File: config.mk
export PLATFORM = sky130hd
export DESIGN_NAME = kmvp_mac
export DESIGN_NICKNAME = d
export VERILOG_FILES = /design/src/kmvp_pkg.sv /design/src/kmvp_mac.sv
export SDC_FILE = /design/constraint.sdc
export NUM_CORES = 2
export LEC_CHECK = 0
export ABC_AREA = 1
export BUFFER_PORTS_ARGS = -buffer_cell sky130_fd_sc_hd__buf_2
export CORE_ASPECT_RATIO = 1.25
export CORE_MARGIN = 1
export CORE_UTILIZATION = 65
export DETAILED_ROUTE_END_ITERATION = 12
export MAX_ROUTING_LAYER = met4
export PLACE_DENSITY_LB_ADDON = 0.3
export SLEW_MARGIN = 20
export SYNTH_ARGS = -nofsm -noshare
export SYNTH_HDL_FRONTEND = slang
export SYNTH_SLANG_ARGS = --single-unit
File: constraint.sdc
create_clock -name clock -period 19.8 [get_ports clock]
set_input_delay 1.98 -clock clock [delete_from_list [all_inputs] [get_ports clock]]
set_output_delay 1.98 -clock clock [all_outputs]
set_load 0.02 [all_outputs]
File: src/kmvp_pkg.sv
// Shared constants, types and arithmetic helpers for the Kronecker product core.
package kmvp_pkg;

   localparam int MAX_DIM    = 8;
   localparam int DATA_WIDTH = 32;
   localparam int FRAC_BITS  = 16;

   localparam int DIM_W     = $clog2(MAX_DIM + 1);
   localparam int MAT_DEPTH = MAX_DIM * MAX_DIM;
   localparam int VEC_DEPTH = MAX_DIM * MAX_DIM * MAX_DIM;
   localparam int MAT_AW    = $clog2(MAT_DEPTH);
   localparam int VEC_AW    = $clog2(VEC_DEPTH);
   localparam int PROD_W    = 2 * DATA_WIDTH;
   localparam int ACC_W     = PROD_W + DIM_W + 1;

   localparam logic [2:0] OP_WRITE_A1 = 3'd0;
   localparam logic [2:0] OP_WRITE_A2 = 3'd1;
   localparam logic [2:0] OP_WRITE_A3 = 3'd2;
   localparam logic [2:0] OP_WRITE_X  = 3'd3;
   localparam logic [2:0] OP_COMPUTE  = 3'd4;
   localparam logic [2:0] OP_READ_Y   = 3'd5;

   localparam logic [1:0] ST_READ_DATA = 2'd0;
   localparam logic [1:0] ST_COMPUTED  = 2'd1;
   localparam logic [1:0] ST_RANGE_ERR = 2'd2;

   localparam logic [2:0] REG_FACTOR_COUNT = 3'd0;
   localparam logic [2:0] REG_FIRST_ROWS   = 3'd1;
   localparam logic [2:0] REG_FIRST_COLS   = 3'd2;
   localparam logic [2:0] REG_SECOND_ROWS  = 3'd3;
   localparam logic [2:0] REG_SECOND_COLS  = 3'd4;
   localparam logic [2:0] REG_THIRD_ROWS   = 3'd5;
   localparam logic [2:0] REG_THIRD_COLS   = 3'd6;

   typedef logic signed [DATA_WIDTH-1:0] data_type;

   // clamp a raw 4-bit register to 1..MAX_DIM
   function automatic logic [DIM_W-1:0] clamp_dim(input logic [3:0] v);
      logic [DIM_W-1:0] r;
      if (v == 4'd0) r = DIM_W'(1);
      else if (32'(v) > MAX_DIM) r = DIM_W'(MAX_DIM);
      else r = DIM_W'(v);
      return r;
   endfunction

   // saturate a 32-bit signed input to DATA_WIDTH
   function automatic data_type sat_in(input logic signed [31:0] v);
      logic signed [63:0] w;
      logic signed [63:0] mx;
      logic signed [63:0] mn;
      w  = 64'(v);
      mx = (64'sd1 <<< (DATA_WIDTH - 1)) - 64'sd1;
      mn = -mx - 64'sd1;
      if (w > mx) return DATA_WIDTH'(mx);
      else if (w < mn) return DATA_WIDTH'(mn);
      return DATA_WIDTH'(w);
   endfunction

   // shift the accumulator down and saturate to DATA_WIDTH
   function automatic data_type shift_sat(input logic signed [ACC_W-1:0] a);
      logic signed [ACC_W-1:0] s;
      logic signed [ACC_W-1:0] mx;
      logic signed [ACC_W-1:0] mn;
      s  = a >>> FRAC_BITS;
      mx = (ACC_W'(1) <<< (DATA_WIDTH - 1)) - ACC_W'(1);
      mn = -mx - ACC_W'(1);
      if (s > mx) return DATA_WIDTH'(mx);
      else if (s < mn) return DATA_WIDTH'(mn);
      return DATA_WIDTH'(s);
   endfunction

   typedef struct packed {
      logic              three;
      logic [DIM_W-1:0]  r1, c1, r2, c2, r3, c3;
   } seq_ctl_type;

endpackage

File: src/kmvp_mac.sv
// Shared multiply-accumulate unit: registered product, then accumulate.
module kmvp_mac (
   input  logic                           clock,
   input  logic                           clear,
   input  logic                           valid,
   input  kmvp_pkg::data_type             a,
   input  kmvp_pkg::data_type             b,
   output logic signed [kmvp_pkg::ACC_W-1:0] acc
);
   import kmvp_pkg::*;

   logic signed [PROD_W-1:0] prod_ff, prod_in;
   logic                     pv_ff, pv_in;
   logic signed [ACC_W-1:0]  acc_ff, acc_in;

   always_comb begin
      prod_in = PROD_W'(a) * PROD_W'(b);
      pv_in   = valid;
      acc_in  = clear ? '0 : (pv_ff ? acc_ff + ACC_W'(prod_ff) : acc_ff);
   end

   always_ff @(posedge clock) begin
      prod_ff <= prod_in;
      pv_ff   <= pv_in;
      acc_ff  <= acc_in;
   end

   assign acc = acc_ff;
endmodule

* Yosys cells after proc, flatten, opt, wreduce, memory -nomap -nowiden
Cells that the tools add are included.
Word-level totals: register bits 134, output and inout bits 69, logic and storage cells 5
Cells by class: add/sub/neg operators 1, multiply operators 1
Operators with widths (number):
- adder 69 bit | 1
- multiplier 32 x 32 -> 64 bit | 1

* Depth between registers and ports, before layout
word-level depth 1, gate-level depth with buffers 32

* Worst setup path before layout
OpenSTA, ideal clock, no wires.
kind input port to flip-flop, start input a[31], end register prod_ff[54], arrival 8699 ps, data required time 19728 ps, setup slack 11029 ps, cell stages on the path 27, path buffers 1, cells stage by stage clkbuf_1 > nand2_1 > inv_1 > fa_1 > inv_1 > fa_1 > inv_1 > fa_1 > fa_1 > inv_1 > fa_1 > inv_1 > fa_1 > inv_1 > fa_1 > inv_1 > fa_1 > ha_1 > nand2_1 > nor2_1 > inv_1 > nor2_2 > inv_1 > nor2_1 > inv_1 > o211ai_1 > xor2_1
Between the ends: cells in the longest elaborated chain, start to end 1
RTL lines:
- start, declared | RTL line kmvp_mac.sv:6 | input kmvp_pkg::data_type a,
- multiplier 32 x 32 -> 64 bit | RTL line kmvp_mac.sv:17 | prod_in = PROD_W'(a) * PROD_W'(b);
- net prod_in[54] | RTL line kmvp_mac.sv:12 | logic signed [PROD_W-1:0] prod_ff, prod_in;
- end signal, assigned | RTL line kmvp_mac.sv:23 | prod_ff <= prod_in;
- end, declared | RTL line kmvp_mac.sv:12
The timed path passes the listed nets, and every way through them passes these cells. A chain may end at the register's enable or synchronous reset.

* Worst setup path in the final report
start input b[5], end register prod_ff[60]
Between the ends: cells in the longest elaborated chain, start to end 1
RTL lines:
- start, declared | RTL line kmvp_mac.sv:7 | input kmvp_pkg::data_type b,
- multiplier 32 x 32 -> 64 bit | RTL line kmvp_mac.sv:17
- net prod_in[60] | RTL line kmvp_mac.sv:12
The timed path passes the listed nets, and every way through them passes these cells.

==> results.json <==
{
  "avgRoutedWirePerCell_um": 19.9,
  "vias": 39600,
  "n_fill_cell": 6177,
  "holdWs_ns": 0.515,
  "slew_headroom_pct": 30.4,
  "tns_ns": 0,
  "cts.sinks": 134,
  "rsz0062_at_grt": "false",
  "drc_errors": 0,
  "clkSlewWorstSetupHoldPaths_ns": 0.06,
  "yosysTopAreaCellShare_pct": 45.7,
  "finalSetupViolations": 0,
  "critPathKind": "in2reg",
  "post-synth-top-count-cell": "inv_1",
  "num_rows": 110,
  "fin_util_pct": 68.3,
  "die_w_um": 244,
  "timing.fmax_ghz": 0.103,
  "syn-cell-area_um2": 47500,
  "n_antenna_cell": 0,
  "ctsHoldBuffers": 0,
  "critPathLaunch": "b[5]",
  "die-area_um2": 74100,
  "routed_wl_um": 143000,
  "hold_class": "reg2reg",
  "synthTopCellsByCount": "inv_1, nand2_1, fa_1",
  "hold_start": "acc[68]$_SDFFE_PP0P_",
  "core_area_um2": 72100,
  "synth_top_family_by_area": "adder cells",
  "synth_seq_cells": 134,
  "grt-ovfl-total": 0,
  "hpwlAfterDp_um": 119000,
  "via_per_inst": 5.51,
  "r2r-start": "acc[0]$_SDFFE_PP0P_",
  "cts_tree": "yes",
  "initialDrtViolationCount": 3218,
  "cts_buffer_depth": 2,
  "synth_xor_area_share_pct": 1.64,
  "drt.antenna.violating_nets": 0,
  "numCtsBuffers": 17,
  "post_cts_resized": 0,
  "cap_violations": 0,
  "worstPathRequired_ns": 20.14,
  "fin_crit_ns": 9.74,
  "slew_viol_final": 0,
  "multi_input_area_um2": 37100,
  "syn_nets": 7657,
  "port_buffers": 135,
  "layout.nets": 7614,
  "syn_avg_cell_area_um2": 7.59,
  "synth_warnings": 0,
  "synth_area_leader_cell": "fa_1",
  "synth.distinct_cells": 54,
  "ys.flop_type": "dfxtp_1",
  "outcome": "completed",
  "start_util_pct": 65.8,
  "place.gp.congestion": 1.06,
  "synthAdderAreaFrac_pct": 52.3,
  "hold_viol": 0,
  "die_height_um": 304,
  "seq_area_um2": 2690,
  "cp_max_fo": 32,
  "hold_depth": 2,
  "yosys.area_share.simple_pct": 19.3,
  "postCtsSetupRepairBufs": 0,
  "antenna_found_initial": 0,
  "drt_first_pass_iters": 8,
  "syn_inst": 6255,
  "worst_pin_slew_ns": 1.04,
  "synth_compound_area_share_pct": 4.79,
  "ff2ff_path_depth": 17,
  "start_kind": "input pin",
  "seq_area_frac_synth_pct": 5.65,
  "skew_ns": 0.0120,
  "grt_usage_pct": 41.3,
  "grt_pass1_vias": 43000,
  "ctsRootBufferMaster": "clkbuf_16",
  "synth_mux_area_share_pct": 0,
  "grt_max_degree": 88,
  "cp.arrival_ns": 10.08,
  "area_growth_pct": 3.81,
  "synth_area_leaders": "fa_1, inv_1, nand2_1",
  "synth-edff-count": 0,
  "grt_pass1_wl_um": 227000,
  "insertion_delay_ns": 0.46,
  "timing.critical_path.to_type": "register",
  "timing.final.crit_share_pct": 49.2,
  "io_pins": 136,
  "async_flop_share_pct": 0,
  "htree_levels": 4,
  "drive_gt1_share_pct": 5.21
}
==> final timing paths <==
check | endpoint | slack [ns]
worst max-delay path | prod_ff[60]$_DFF_P_ | 10.06
worst min-delay path | acc[68]$_SDFFE_PP0P_ | 0.51
worst max register to register | acc[50]$_SDFFE_PP0P_ | 16.57
worst min register to register | acc[68]$_SDFFE_PP0P_ | 0.51
==> metrics by stage <==
| step | cell area, um^2 | worst slack [ns] | instances |
|---|---|---|---|
| after detailed placement | 48600 | 9.68 | 7145 |
| after CTS | 49300 | 10.17 | 7176 |
| after global routing | 49300 | 9.58 | 7176 |
| after floorplan | 47500 | 11.03 | 6255 |
| after global placement | 48600 | 9.84 | 7145 |
| final | 49300 | 10.06 | 7176 |
==> registers in the layout (all words and copies together) (netlist names) <==
register / count
acc: 69
prod_ff: 64
pv_ff: 1
==> worst max-delay path: stages <==
cell and delay [ns]:
buf_2 0.66, nand2_1 0.30, inv_1 0.17, fa_1 0.41
inv_1 0.25, fa_1 0.46, inv_1 0.21, fa_1 0.49
fa_1 0.96, inv_1 0.36, fa_1 0.56, inv_1 0.05
fa_1 0.53, inv_1 0.05, fa_1 0.46, fa_1 0.51
inv_1 0.04, ha_1 0.39, nand2_1 0.12, nor2_1 0.16
inv_1 0.10, o21ai_0 0.40, nand3_1 0.13, o211ai_1 0.14
nor2_1 0.07, nand2_1 0.05, nand2_1 0.05
==> logic make-up after synthesis <==
logic type / Yosys count
adders and majority gates: 1335
DFF: 134
buffers and inverters: 2054
AOI/OAI and AO/OA: 391
xor gates and xnor gates: 88
and+or+nand+nor: 2253
==> final cells by class <==
cell class / instances / share of cell area (%)
Clock buffer: 22 / 0.965
Clock inverter: 9 / 0.287
Inverter: 1839 / 14.0
Multi-Input combinational cell: 4067 / 75.2
Sequential cell: 134 / 5.45
Tap cell: 952 / 2.42
Timing Repair Buffer: 153 / 1.65
==> cells in the final DEF (no fill, tap or decap), drive strengths merged, types with 16 or more instances in the layout <==
| cell | n |
|---|---|
| a21oi | 166 |
| a31oi | 18 |
| buf | 153 |
| clkbuf | 22 |
| dfxtp | 134 |
| fa | 1083 |
| ha | 252 |
| inv | 1838 |
| nand2 | 1608 |
| nand3 | 135 |
| nand4 | 25 |
| nor2 | 431 |
| nor3 | 31 |
| o211ai | 16 |
| o21ai | 128 |
| o21bai | 36 |
| xnor2 | 20 |
| xor2 | 68 |
==> metal layers <==
layer	GRT usage (%)	wire length, um
met1	46.8	50400
met2	68.5	69900
met3	7.06	12600
met4	24.7	10100
met5	-	0
Power is left out: the tool's default activity adds up to more than one toggle a clock period on the data nets, which glitch-free logic cannot reach.
